**src/rtl/core/ehbc_ram.sv**
```systemverilog
// Generic single-port-write, single-port-read RAM with registered read data.
// No dependencies.
module ehbc_ram #(
    parameter int WIDTH = 20,
    parameter int DEPTH = 64
) (
    input  logic                     i_clk,
    input  logic                     i_we,
    input  logic [$clog2(DEPTH)-1:0] i_waddr,
    input  logic [WIDTH-1:0]         i_wdata,
    input  logic                     i_re,
    input  logic [$clog2(DEPTH)-1:0] i_raddr,
    output logic [WIDTH-1:0]         o_rdata
);

    logic [WIDTH-1:0] r_mem [DEPTH];
    logic [WIDTH-1:0] r_rdata;

    always_ff @(posedge i_clk) begin
        if (i_we) begin
            r_mem[i_waddr] <= i_wdata;
        end
        if (i_re) begin
            r_rdata <= r_mem[i_raddr];
        end
    end

    assign o_rdata = r_rdata;

endmodule

```
**config.mk**
```make
export PLATFORM = sky130hd
export DESIGN_NAME = ehbc_ram
export DESIGN_NICKNAME = d
export VERILOG_FILES = /design/src/rtl/core/ehbc_ram.sv
export SDC_FILE = /design/constraint.sdc
export NUM_CORES = 1
export LEC_CHECK = 0
export BUFFER_PORTS_ARGS = -buffer_cell sky130_fd_sc_hd__buf_2
export CAP_MARGIN = 25
export CORE_MARGIN = 8
export CORE_UTILIZATION = 50
export DETAILED_ROUTE_END_ITERATION = 12
export GPL_TIMING_DRIVEN = 0
export PLACE_DENSITY = 0.65
export SLEW_MARGIN = 15
export SYNTH_ARGS = -nofsm -noshare
export SYNTH_HDL_FRONTEND = slang
export SYNTH_SLANG_ARGS = --single-unit
```
**constraint.sdc**
```tcl
create_clock -name i_clk -period 8.93 [get_ports i_clk]
set_input_delay 1.786 -clock i_clk [delete_from_list [all_inputs] [get_ports i_clk]]
set_output_delay 1.786 -clock i_clk [all_outputs]
set_load 0.01 [all_outputs]
```
==> results.md <==
- The die is 331 um tall.
- After clock tree synthesis, the flow added hold-fix buffers numbering 0.
- The number of nets handed over by synthesis was 2278.
- The beginning of the worst register-to-register path is r_mem[56][5].
- Internal power comes to 10.0 mW.
- The share of total power in sequential cells is 0.533.
- The total power divided by cell area is 225 nW/um^2.
- The endpoint required time on the critical path is 9.51 ns.
- The critical path goes through clkbuf_1 -> nor2b_1 -> nand2_1 -> clkbuf_1 -> o22ai_1 -> o31ai_1 -> and3_1.
- The clock network latency to the later pin of the worst-skew pair is 0.73 ns.
- Summed over all cells, the static leakage comes to 18.0 nW.
- The most frequent cell on the critical path is sky130_fd_sc_hd__clkbuf_1.
- Post-CTS repair changed the size of 0 cells.
- CTS placed an instance of sky130_fd_sc_hd__clkbuf_16 at the clock tree root.
- The post-synthesis area per instance is 22.2 sq um.
- The slew at the pin closest to its max-slew limit is 1.11 ns.
- IR analysis of the VDD net gives a maximum drop of 0.000222 V.
- The combined area of all synthesized cells is 49700 sq um.
- The overall routing resource usage is 0.225.
- The launching instance or port of the critical path is i_raddr[3].
- The relative area change from synthesis to final layout is 14.1%.
- Overall power consumption after layout is estimated at 12.7 mW.
- The mean number of vias per cell is 6.37.
- Setup slack closes at 4.35 ns.
- The launch point of the worst hold path is r_mem[58][0].
- The count of TritonRoute iterations in the first routing pass is 7.
- The part of the total power dissipated in combinational logic is 0.052.
- For this configuration, the core starts out at a cell density of 0.505.
- The delay contributed by the slowest stage of the critical path is 0.98 ns.
- Port buffering added 45 buffers.
- The sequential share of the synthesized area is 0.786.
- The critical path class is input pin to register.
- The max-slew violation total from the final report is 0.
- The total number of yosys warnings is 0.
- Entering global routing, the biggest net connects 65 pins.
- The setup TNS is 0 ns.
- The switching portion of total power is 0.213.
- Setup repair after global routing left no endpoint under its margin.
- The clock tree buffer depth is 3.
- The H-tree depth is 4.
- In this run the standard cell core region covers 98400 sq um.
- The worst min-delay path category is register to register.
- The number of hold violations in the final report is 0.
- The final wirelength is 126 mm.
- The number of antenna violations at the first check in global routing is 9.
- The total setup violations reported at the end of the flow is 0.
- The die covers 110000 sq um.
- Along the worst path, the maximum fanout reaches 10.
- Timing analysis after detailed placement gives a worst setup slack of 3.67 ns.
- Counting every sink on the clock net gives 1300.
- The via count is 24500.
- The signal arrival time at the worst endpoint is 5.17 ns.
- The switching power total is 2.71 mW.
- In this run the horizontal extent of the chip is 331 um.
- Between clock sinks in the finished design, the worst skew comes to 0.0207 ns.
- Based on the critical path, the design can be clocked at up to 0.218 GHz.
- Once detail routing completed, the nets flagged for antenna violations numbered 0.
- The clock transition at the register clock pins on the worst setup and hold paths after CTS is 0.06 ns.
- The first global-routing pass estimated 179 mm of wire.
- For this block, the initial DRC count from the detailed router was 2739.
- The CTS tree is done.
- The number of primary I/O pins is 55.
- Counting both buffers and inverters, the worst setup path holds a total of 2.
- After technology mapping, the gate count stands at 2243.
- The final weighted congestion in routability-driven placement is 0.908.
- The clock period could shrink to 4.58 ns.
- The period utilization is 0.513.
- On the critical path, the stage with the largest delay is an instance of sky130_fd_sc_hd__o31ai_1.
- Global routing finished with a remaining overflow of 0.
- The remaining routing DRC violations is 0.
- The HPWL reported at the end of detailed placement is 80.3 mm.
- Synthesis instantiated 35 different standard cells from the library.
- The setup fix buffers added after clock tree synthesis is 0.
- The relative slew slack is 0.254.
- The synthesized design contains 1300 enable-type register cells.
- Of the cells placed in the final design, the portion with a size suffix greater than 1 is 0.262.
- The worst setup path is captured at a register.
- The flow ran to the end, and the final reports show no timing, DRC or antenna violations.
- STA classifies the critical path startpoint as an input pin.
- Among all flip-flop cells after synthesis, the most frequent one is sky130_fd_sc_hd__edfxtp_1.
- Of the total power, the clock network draws 0.415.
- On the critical path the largest part of the delay comes from compound AO/OA/AOI/OAI gates.
- The post-layout net count is 2496.
- The proportion of register bits with asynchronous set or reset after synthesis is 0.
- The routed length per instance is 32.7 um.
- The flop and latch count out of synthesis is 1300.
- The number of rows in the core area is 115.
- Max-cap violations in this run came to 0.
- The number of buffers created by CTS is 133.
- The via count of the first global-routing pass is 24700.
final timing paths:
| kind | cells past startpoint | slack, ns | endpoint |
|---|---|---|---|
| worst min-delay path | 4 | 0.86 | o_rdata[0] |
| worst max register to register | 5 | 6.52 | o_rdata[5] |
| worst min register to register | 4 | 0.86 | o_rdata[0] |
| worst max-delay path | 7 | 4.35 | o_rdata[5] |
power groups by stage:
| stage | logic [mW] | registers (mW) | clock network (mW) |
|---|---|---|---|
| floorplan | 0.327 | 6.91 | 0 |
| global placement | 0.623 | 6.91 | 0 |
| detailed placement | 0.661 | 6.91 | 0 |
| CTS | 0.663 | 6.78 | 5.33 |
| global route | 0.694 | 6.78 | 5.56 |
| finish | 0.667 | 6.78 | 5.28 |
layout by cell type (no fill, tap or decap), types with 3 or more instances in the layout:
master / instances
sky130_fd_sc_hd__edfxtp_1: 1300
sky130_fd_sc_hd__mux4_2: 264
sky130_fd_sc_hd__mux2i_1: 184
sky130_fd_sc_hd__clkbuf_16: 139
sky130_fd_sc_hd__clkbuf_1: 86
sky130_fd_sc_hd__buf_2: 84
sky130_fd_sc_hd__a22oi_1: 64
sky130_fd_sc_hd__o22ai_1: 52
sky130_fd_sc_hd__nor2_4: 47
sky130_fd_sc_hd__buf_4: 34
sky130_fd_sc_hd__a31oi_1: 32
sky130_fd_sc_hd__o21ai_0: 32
sky130_fd_sc_hd__clkinv_1: 25
sky130_fd_sc_hd__clkinv_2: 18
sky130_fd_sc_hd__and3_1: 16
sky130_fd_sc_hd__buf_12: 16
sky130_fd_sc_hd__a21o_1: 15
sky130_fd_sc_hd__o31ai_1: 15
sky130_fd_sc_hd__nor2_2: 15
sky130_fd_sc_hd__buf_6: 14
sky130_fd_sc_hd__nand2_1: 12
sky130_fd_sc_hd__nor2_1: 12
sky130_fd_sc_hd__buf_8: 11
sky130_fd_sc_hd__nor2b_1: 7
sky130_fd_sc_hd__mux2_2: 6
sky130_fd_sc_hd__nand2b_1: 6
sky130_fd_sc_hd__nand3_1: 6
sky130_fd_sc_hd__bufinv_16: 6
sky130_fd_sc_hd__inv_6: 6
sky130_fd_sc_hd__nor3_1: 4
sky130_fd_sc_hd__nand3b_1: 4
sky130_fd_sc_hd__diode_2: 3
sky130_fd_sc_hd__a21oi_1: 3
sequential cells by signal (all words and copies together), names as in the netlist:
name,cells
r_mem,1280
o_rdata,20
layout make-up:
| class | instances | area [sq um] |
|---|---|---|
| timing repair buffer | 83 | 862 |
| tap | 1287 | 1610 |
| antenna | 3 | 7.51 |
| buffer | 128 | 676 |
| multi-input combinational | 814 | 10400 |
| sequential | 1300 | 39000 |
| clock buffer | 176 | 3620 |
| clock inverter | 60 | 488 |
| fill | 7198 | 41700 |
| inverter | 1 | 3.75 |
per-layer routing:
| layer | part of all wire | routed length (um) | global-route usage | vias up |
|---|---|---|---|---|
| met4 | 0.047 | 5860 | 0.0998 | 2 |
| met5 | 0.00010 | 13 | 0 | - |
| met2 | 0.47 | 58900 | 0.352 | 1306 |
| met3 | 0.086 | 10800 | 0.0426 | 252 |
| li1 | - | - | - | 9951 |
| met1 | 0.40 | 50500 | 0.311 | 13000 |
per-stage QoR:
step                hold WS, ns  area, sq um  utilization  std cells
floorplan                 0.766        49700            -       2243
global placement          0.836        51500        0.524       3575
detailed placement        0.871        52500        0.533       3610
CTS                       0.855        56600        0.575       3846
global route              0.916        56700        0.576       3849
finish                    0.860        56700        0.576       3852
cell usage after synthesis (all sizes together), types with 3 or more instances:
cell | instances | share of area
a21o | 15 | 0.0023
a21oi | 3 | 0.00030
a22oi | 64 | 0.0097
a31oi | 32 | 0.0040
and3 | 16 | 0.0020
buf | 79 | 0.0099
clkbuf | 49 | 0.0037
edfxtp | 1300 | 0.79
mux2 | 6 | 0.0014
mux2i | 184 | 0.037
mux4 | 264 | 0.12
nand2 | 12 | 0.00091
nand2b | 6 | 0.00076
nand3 | 6 | 0.00060
nand3b | 4 | 0.00060
nor2 | 74 | 0.0056
nor2b | 7 | 0.00088
nor3 | 6 | 0.00060
o21ai | 32 | 0.0032
o22ai | 52 | 0.0065
o31ai | 15 | 0.0023
cell families after synthesis:
logic type / count (synthesis) / share of synthesized area
AND/OR/NAND/NOR: 140 / 0.0132
flip-flops: 1300 / 0.786
AO/OA/AOI/OAI: 220 / 0.0295
multiplexers: 454 / 0.158
buffers and inverters: 129 / 0.0137
worst register-to-register path: stages (launching register included):
cell and delay [ns]:
sky130_fd_sc_hd__edfxtp_1 0.34, sky130_fd_sc_hd__mux4_2 0.23, sky130_fd_sc_hd__o22ai_1 0.13, sky130_fd_sc_hd__a21o_1 0.31, sky130_fd_sc_hd__o31ai_1 0.96, sky130_fd_sc_hd__and3_1 0.30
(Power assumes the default switching activity.)
