--- src/rtl/core/ehbc_pkg.sv ---
// Shared types and constants for the EMA history bar chart.
// No dependencies; imported by every module of the block except ehbc_ram.
package ehbc_pkg;

    localparam int DEF_HISTORY_DEPTH = 64;

    localparam int SAMPLE_W    = 16;                 // Q12.4 rate sample
    localparam int AVG_W       = 20;                 // Q12.8 running average
    localparam int HEIGHT_W    = 6;                  // chart height / bar height
    localparam int COL_W       = 6;                  // column field
    localparam int NUM_W       = AVG_W + HEIGHT_W;   // bar divider numerator
    localparam int AVG_NUM_W   = AVG_W + 3;          // 4*avg + 16*sample
    localparam int DCNT_W      = 3;                  // divider step counter

    // A bar quotient never exceeds 63, so six steps suffice
    localparam logic [DCNT_W-1:0] BAR_STEPS = DCNT_W'(HEIGHT_W);

    // Average update divides by 5: multiply by ceil(2^25/5) and shift by 25,
    // exact for every numerator below 2^23
    localparam int                   AVG_RECIP_W = 23;
    localparam int                   AVG_SHIFT   = 25;
    localparam logic [AVG_RECIP_W-1:0] AVG_RECIP = AVG_RECIP_W'(6710887);

    localparam logic [AVG_W-1:0]    AVG_DIVISOR  = AVG_W'(5);
    localparam logic [AVG_W-1:0]    FLOOR_ONE    = AVG_W'(256);
    localparam logic [HEIGHT_W-1:0] HEIGHT_RESET = HEIGHT_W'(15);

    typedef enum logic [3:0] {
        S_IDLE,
        S_AVG,
        S_CHECK,
        S_SCAN,
        S_SCAN_END,
        S_BAR_RD,
        S_BAR_START,
        S_BAR_DIV,
        S_BAR_OUT
    } t_state;

endpackage

--- src/rtl/core/ehbc_div.sv ---
// Restoring divider for the bar scaling, one quotient bit per cycle.
// Depends on ehbc_pkg.
module ehbc_div
    import ehbc_pkg::*;
(
    input  logic                i_clk,
    input  logic                i_rst_n,
    input  logic                i_start,
    input  logic [NUM_W-1:0]    i_num,
    input  logic [AVG_W-1:0]    i_den,
    output logic                o_done,
    output logic [HEIGHT_W-1:0] o_quot
);

    logic [AVG_W-1:0]    r_rem, n_rem;
    logic [HEIGHT_W-1:0] r_sh, n_sh;
    logic [HEIGHT_W-1:0] r_q, n_q;
    logic [AVG_W-1:0]    r_den, n_den;
    logic [DCNT_W-1:0]   r_cnt, n_cnt;
    logic                r_busy, n_busy;
    logic                r_done, n_done;
    logic [AVG_W:0]      trial;
    logic                ge;

    // One trial subtraction per cycle
    assign trial = {r_rem, r_sh[HEIGHT_W-1]};
    assign ge    = (trial >= {1'b0, r_den});

    always_comb begin
        n_rem  = r_rem;
        n_sh   = r_sh;
        n_q    = r_q;
        n_den  = r_den;
        n_cnt  = r_cnt;
        n_busy = r_busy;
        n_done = 1'b0;
        if (i_start) begin
            // partial remainder starts below the divisor: value <= max
            n_den  = i_den;
            n_q    = '0;
            n_busy = 1'b1;
            n_rem  = i_num[NUM_W-1:HEIGHT_W];
            n_sh   = i_num[HEIGHT_W-1:0];
            n_cnt  = BAR_STEPS;
        end else if (r_busy) begin
            n_rem = ge ? AVG_W'(trial - {1'b0, r_den}) : trial[AVG_W-1:0];
            n_sh  = {r_sh[HEIGHT_W-2:0], 1'b0};
            n_q   = {r_q[HEIGHT_W-2:0], ge};
            n_cnt = r_cnt - DCNT_W'(1);
            if (r_cnt == DCNT_W'(1)) begin
                n_busy = 1'b0;
                n_done = 1'b1;
            end
        end
    end

    always_ff @(posedge i_clk) begin
        if (!i_rst_n) begin
            r_busy <= 1'b0;
            r_done <= 1'b0;
            r_cnt  <= '0;
        end else begin
            r_busy <= n_busy;
            r_done <= n_done;
            r_cnt  <= n_cnt;
        end
    end

    always_ff @(posedge i_clk) begin
        r_rem <= n_rem;
        r_sh  <= n_sh;
        r_q   <= n_q;
        r_den <= n_den;
    end

    assign o_done = r_done;
    assign o_quot = r_q;

endmodule

--- config.mk ---
export PLATFORM = sky130hd
export DESIGN_NAME = ehbc_div
export DESIGN_NICKNAME = d
export VERILOG_FILES = /design/src/rtl/core/ehbc_pkg.sv /design/src/rtl/core/ehbc_div.sv
export SDC_FILE = /design/constraint.sdc
export NUM_CORES = 1
export LEC_CHECK = 0
export BUFFER_PORTS_ARGS = -buffer_cell sky130_fd_sc_hd__clkbuf_2
export CAP_MARGIN = 30
export CORE_MARGIN = 4
export CORE_UTILIZATION = 51
export CTS_CLUSTER_SIZE = 28
export DETAILED_ROUTE_END_ITERATION = 10
export HOLD_SLACK_MARGIN = 0.15
export PLACE_DENSITY = 0.83
export SLEW_MARGIN = 20
export SYNTH_ARGS = -nofsm -noshare
export SYNTH_HDL_FRONTEND = slang
export SYNTH_SLANG_ARGS = --single-unit
--- constraint.sdc ---
create_clock -name i_clk -period 2.7 [get_ports i_clk]
set_clock_uncertainty 0.1 [all_clocks]
set_input_delay 0.27 -clock i_clk [delete_from_list [all_inputs] [get_ports i_clk]]
set_output_delay 0.27 -clock i_clk [all_outputs]
set_load 0.03 [all_outputs]
==> impl_metrics.json, run 1 <==
{
  "maxCapViolations": 0,
  "grt_pass1_vias": 3124,
  "dp_slack_ns": -0.0383,
  "vias": 3264,
  "p_per_area_nw_per_um2": 817,
  "grt_pass1_wl_mm": 15.4,
  "yosys-top-cells-count": "edfxtp_1 (46), inv_1 (34), nand2_1 (26)",
  "violations": "setup timing",
  "cp.depth": 11,
  "yosys_warnings": 0,
  "critical_path_class": "flip-flop to flip-flop",
  "setup_ws_ns": -0.140,
  "cp.arrival_ns": 2.84,
  "holdCritStartpoint": "i_num[18]",
  "track_usage": 0.233,
  "cp.required_ns": 2.70,
  "synthArstFlopShare": 0,
  "numClockSinks": 57,
  "r2r_start": "r_rem[8]",
  "rows": 30,
  "ant_nets": 0,
  "hold_viol": 0,
  "drt_iter0_markers": 388,
  "syn_nets": 421,
  "synth_top_cell_by_area": "edfxtp_1",
  "clock_path_buffers": 2,
  "totalWireLength_mm": 10.3,
  "timing.final.crit_period_ns": 2.84,
  "avgSynthCellArea_um2": 10.2,
  "peakVddDrop_v": 0.000444,
  "synth_cells": 349,
  "grt_max_degree": 27,
  "yosysUniqueCellTypes": 61,
  "slew_viol_final": 0,
  "finalNonFillerCells": 578,
  "cts-buffers-inserted": 9,
  "worst_slew_pin_slew_ns": 0.670,
  "ys_seq_area_frac": 0.449,
  "cts-root-buf": "clkbuf_8",
  "crit_family": "simple AND/OR/NAND/NOR gates",
  "core_area_um2": 6790,
  "synth.most_common_cell": "edfxtp_1",
  "cp_max_fo": 7,
  "die_x_um": 91.7,
  "dpl.cell_count": 509,
  "syn_area_um2": 3570,
  "max-slew-margin-rel": 0.553,
  "end_kind": "flip-flop",
  "worst-path-buf-inv": 3,
  "worstSetupStartpointType": "flip-flop",
  "crit_slowest_cell": "edfxtp_1",
  "dr.pass1.iters": 6,
  "crit_start": "r_rem[8]",
  "routedWlPerCell_um": 17.8,
  "layout.nets": 549,
  "gp_congestion": 0.962,
  "fmax_mhz": 352,
  "setup_viol": 13,
  "drc": 0,
  "synth_seq_cells": 57,
  "cts_tree": "built",
  "final.period_utilization": 1.05,
  "via_per_inst": 5.65,
  "outcome": "finished, violations left",
  "ys_top_cells_by_area": "edfxtp_1 (39%), ha_1 (7.7%), dfxtp_1 (6.2%)",
  "htree_levels": 3,
  "area.growth.synth_to_final_pct": 42.3,
  "leakage_nw": 2.17,
  "final_core_util": 0.748,
  "initial_utilization": 0.525,
  "worstHoldPathType": "input pin to flip-flop",
  "ys.flop_type": "edfxtp_1",
  "hold_path_depth": 2,
  "antenna_found_initial": 0,
  "fin_hold_ws_ns": 0.161,
  "drive_above_1_share": 0.353,
  "overflow": 0,
  "synth-edff-count": 46,
  "port-buffer-count": 55,
  "rr_worst_depth": 11,
  "crit_chain": "ha_4 > nand4_1 > nor2_2 > o31ai_4 > and2_4 > o311ai_4 > buf_12 > buf_6 > buf_4 > mux2i_1 > a21oi_1",
  "ios": 56,
  "synth_top_area_frac": 0.387,
  "critical-path-max-stage-delay_ns": 0.46,
  "die_area_um2": 8400,
  "diodes": 0,
  "rsz0062_at_grt": "true",
  "insertion_delay_ns": 0.34,
  "clkTransAtPathRegs_ns": 0.08,
  "dp_hpwl_mm": 6.39,
  "die_y_um": 91.7
}
## final timing paths
path                             endpoint  slack [ns]
worst min-delay path            r_rem[12]        0.16
worst max register to register   r_rem[8]       -0.14
worst min register to register  o_quot[5]        0.42
worst max-delay path             r_rem[8]       -0.14
## through the flow
stage / total power, mW / TNS (ns) / area, um2
2_1_floorplan: 2.36 / 0 / 3570
3_3_place_gp: 2.80 / -0.0947 / 4090
3_5_place_dp: 2.83 / -0.0475 / 4090
4_1_cts: 3.68 / -0.0126 / 4650
5_1_grt: 4.36 / -2.13 / 5080
6_report: 4.15 / -0.900 / 5080
## placed cells by master (no fill, tap or decap), types with 9 or more instances in the layout
cell,n
clkbuf_2,55
edfxtp_1,46
buf_4,41
dlygate4sd3_1,36
inv_1,33
nand2_1,26
nor2_1,21
a21oi_1,18
mux2i_1,14
xnor2_1,13
ha_4,11
dfxtp_1,11
nand3_1,10
ha_1,10
clkbuf_8,10
o21ai_0,9
## power by group
part	switching, mW	total [mW]	internal [mW]	leakage [nW]
Sequential	0.0954	1.22	1.12	0.549
Clock	0.385	0.799	0.414	0.102
Combinational	1.07	2.13	1.06	1.52
## worst register-to-register path: stages (launching register included)
cell,delay [ns]
edfxtp_1,0.46
ha_4,0.36
nand4_1,0.18
nor2_2,0.21
o31ai_4,0.09
and2_4,0.17
o311ai_4,0.35
buf_12,0.17
buf_6,0.12
buf_4,0.11
mux2i_1,0.18
a21oi_1,0.08
## cell families (layout without fill, tap and decap cells)
family	after synthesis	in the layout	share of synthesized area
buffers and inverters	55	188	0.0669
flip-flops	57	57	0.449
multiplexers	19	19	0.0550
XOR/XNOR	17	17	0.0417
AO/OA/AOI/OAI	82	82	0.169
AND/OR/NAND/NOR	96	96	0.136
adder cells (fa/ha/maj)	23	23	0.0827
## repair_timing
item / CTS / global route
pin swaps: 1 / 22
endpoints found under the setup margin: 3 / 15
buffers inserted: 0 / 18
resized for setup: 7 / 52
endpoints found under the hold margin: 38 / 1
hold buffers: 35 / 1
## flip-flops by register name (all words and copies together), names as in the netlist
| name | cells |
|---|---|
| r_cnt | 3 |
| r_busy | 1 |
| r_sh | 6 |
| r_rem | 20 |
| r_den | 20 |
| o_done | 1 |
| o_quot | 6 |
## cell type report
class                   count  area (um2)
fillers                   416        1720
flip-flops and latches     57        1600
repair buffers            138        1020
clock buffers              12         166
well taps                  96         120
inverters                  34         128
clock inverters             4        25.0
multi-input cells         237        2020
## per-layer routing
metal,GRT usage,wire (um),vias up,part of all wire
li1,-,-,1527,-
met1,0.315,4360,1554,0.42
met2,0.379,4960,159,0.48
met3,0.0500,769,24,0.075
met4,0.0653,194,0,0.019
met5,0,0,-,0
Power figures use the tool's default switching activity.
==> run 2, diff against run 1 <==
--- a/config.mk
+++ b/config.mk
@@ -13,6 +13,7 @@
 export DETAILED_ROUTE_END_ITERATION = 10
 export HOLD_SLACK_MARGIN = 0.15
 export PLACE_DENSITY = 0.83
+export RECOVER_POWER = 100
 export SLEW_MARGIN = 20
 export SYNTH_ARGS = -nofsm -noshare
 export SYNTH_HDL_FRONTEND = slang
==> run 2 against run 1 <==
Net effect:
- the run ends with capacitance limit, slew limit, setup timing left
- non-clock buffer count is the same
- global-route usage is the same
- power is essentially flat
- die area is the same
- clock power is essentially flat
- sequential share of layout area grew 0.13 points
- combinational power is essentially flat
- critical path depth is the same
- via count grew 0.52%
- largest power group unchanged
- highest routed layer unchanged
==> impl_metrics.json, run 2 (synthesis results as in run 1) <==
{
  "grt_max_degree": 27,
  "insertion_delay_ns": 0.35,
  "hold_path_depth": 2,
  "die_x_um": 91.7,
  "max-slew-margin-rel": -0.301,
  "design_area_um2": 5060,
  "violations": "capacitance limit, slew limit, setup timing",
  "fin_hold_ws_ns": 0.157,
  "core_area_um2": 6790,
  "rsz0062_at_grt": "true",
  "cts_tree": "built",
  "critical_path_class": "flip-flop to flip-flop",
  "hold_viol": 0,
  "drive_above_1_share": 0.328,
  "timing.final.crit_period_ns": 2.84,
  "cts-buffers-inserted": 9,
  "ios": 56,
  "leakage_nw": 2.13,
  "setup_viol": 14,
  "clock_path_buffers": 2,
  "worstHoldPathType": "input pin to flip-flop",
  "track_usage": 0.233,
  "drt_iter0_markers": 426,
  "port-buffer-count": 55,
  "clkTransAtPathRegs_ns": 0.08,
  "rr_worst_depth": 11,
  "dr.pass1.iters": 5,
  "post_dp_cell_area_um2": 4090,
  "overflow": 0,
  "maxCapViolations": 1,
  "totalWireLength_mm": 10.2,
  "via_per_inst": 5.68,
  "reg_top3": "r_den (20), r_rem (20)",
  "layout_commonest_cell": "clkbuf_2",
  "fmax_mhz": 353,
  "cts-root-buf": "clkbuf_8",
  "antenna_found_initial": 0,
  "p_per_area_nw_per_um2": 820,
  "end_kind": "flip-flop",
  "final_cell_mix": "clkbuf_2 (47), edfxtp_1 (46), buf_4 (38), dlygate4sd3_1 (36), inv_1 (33)",
  "htree_levels": 3,
  "peakVddDrop_v": 0.000444,
  "layout.nets": 549,
  "worst_slew_pin_slew_ns": 1.95,
  "diodes": 0,
  "outcome": "finished, violations left",
  "grt_pass1_wl_mm": 15.4,
  "gp_congestion": 0.962,
  "grt_pass1_vias": 3124,
  "drc": 0,
  "cp.arrival_ns": 2.84,
  "worstSetupStartpointType": "flip-flop",
  "power_mw": 4.15,
  "dp_hpwl_mm": 6.39,
  "cp_max_fo": 7,
  "routedWlPerCell_um": 17.7,
  "die_area_um2": 8400,
  "numClockSinks": 57,
  "vias": 3281,
  "rows": 30,
  "area.growth.synth_to_final_pct": 41.7,
  "ant_nets": 0,
  "die_y_um": 91.7,
  "final.period_utilization": 1.05,
  "cp.required_ns": 2.70,
  "initial_utilization": 0.525,
  "setup_ws_ns": -0.137,
  "slew_viol_final": 27
}
[run 2: cell count changes in the layout (fill, tap and decap cells not counted)]
| cell | before | now |
|---|---|---|
| buf_4 | 41 | 38 |
| or2_2 | 4 | 3 |
| or2_0 | 0 | 1 |
| clkbuf_2 | 55 | 47 |
| clkbuf_1 | 1 | 12 |
| and2_1 | 3 | 2 |
| and2_0 | 0 | 1 |
[run 2: cell type report]
cell class | count | area [um2]
Clock inverter | 4 | 25.0
Clock buffer | 12 | 166
Inverter | 34 | 128
Tap cell | 96 | 120
Fill cell | 426 | 1740
Multi-Input combinational cell | 237 | 2020
Sequential cell | 57 | 1600
Timing Repair Buffer | 138 | 998
[run 2: power breakdown]
| part | switching (mW) | internal (mW) |
|---|---|---|
| Combinational | 1.07 | 1.06 |
| Clock | 0.385 | 0.414 |
| Sequential | 0.0956 | 1.12 |
| Total | 1.55 | 2.60 |
[run 2: routing by layer]
metal  share of wire  track usage  vias to the layer above
met5               0            0                        -
met4           0.022       0.0653                        0
met3           0.071       0.0500                       29
met2            0.48        0.379                      165
met1            0.43        0.315                     1555
li1                -            -                     1532
[run 2: path summary, 6_finish.rpt]
check,startpoint,end,slack (ns)
worst min-delay path,i_num[18],r_rem[12],0.16
worst max register to register,r_rem[8],r_rem[8],-0.14
worst min register to register,o_quot[5],o_quot[5],0.42
worst max-delay path,r_rem[8],r_rem[8],-0.14
[run 2: worst max-delay path, cell delays in order (launching register included)]
cell and delay, ns:
edfxtp_1 0.46, ha_4 0.35, nand4_1 0.18, nor2_2 0.21, o31ai_4 0.09, and2_4 0.17, o311ai_4 0.35, buf_12 0.17
buf_6 0.12, buf_4 0.11, mux2i_1 0.18, a21oi_1 0.08
[run 2: timing repair]
| item | 4_1_cts | 5_1_grt |
|---|---|---|
| pin swaps | 1 | 22 |
| resized for setup | 7 | 52 |
| hold buffers | 35 | 1 |
| setup buffers | 0 | 18 |
| setup endpoints to repair | 3 | 15 |
| hold endpoints to repair | 38 | 1 |
[run 2: metrics by stage]
stage	utilization	worst slack, ns	std cells	setup TNS (ns)
floorplan	-	0.148	349	0
global placement	0.602	-0.0632	509	-0.0947
detailed placement	0.602	-0.0383	509	-0.0475
CTS	0.685	-0.0126	560	-0.0126
global route	0.744	-0.223	578	-2.43
finish	0.744	-0.137	578	-1.08
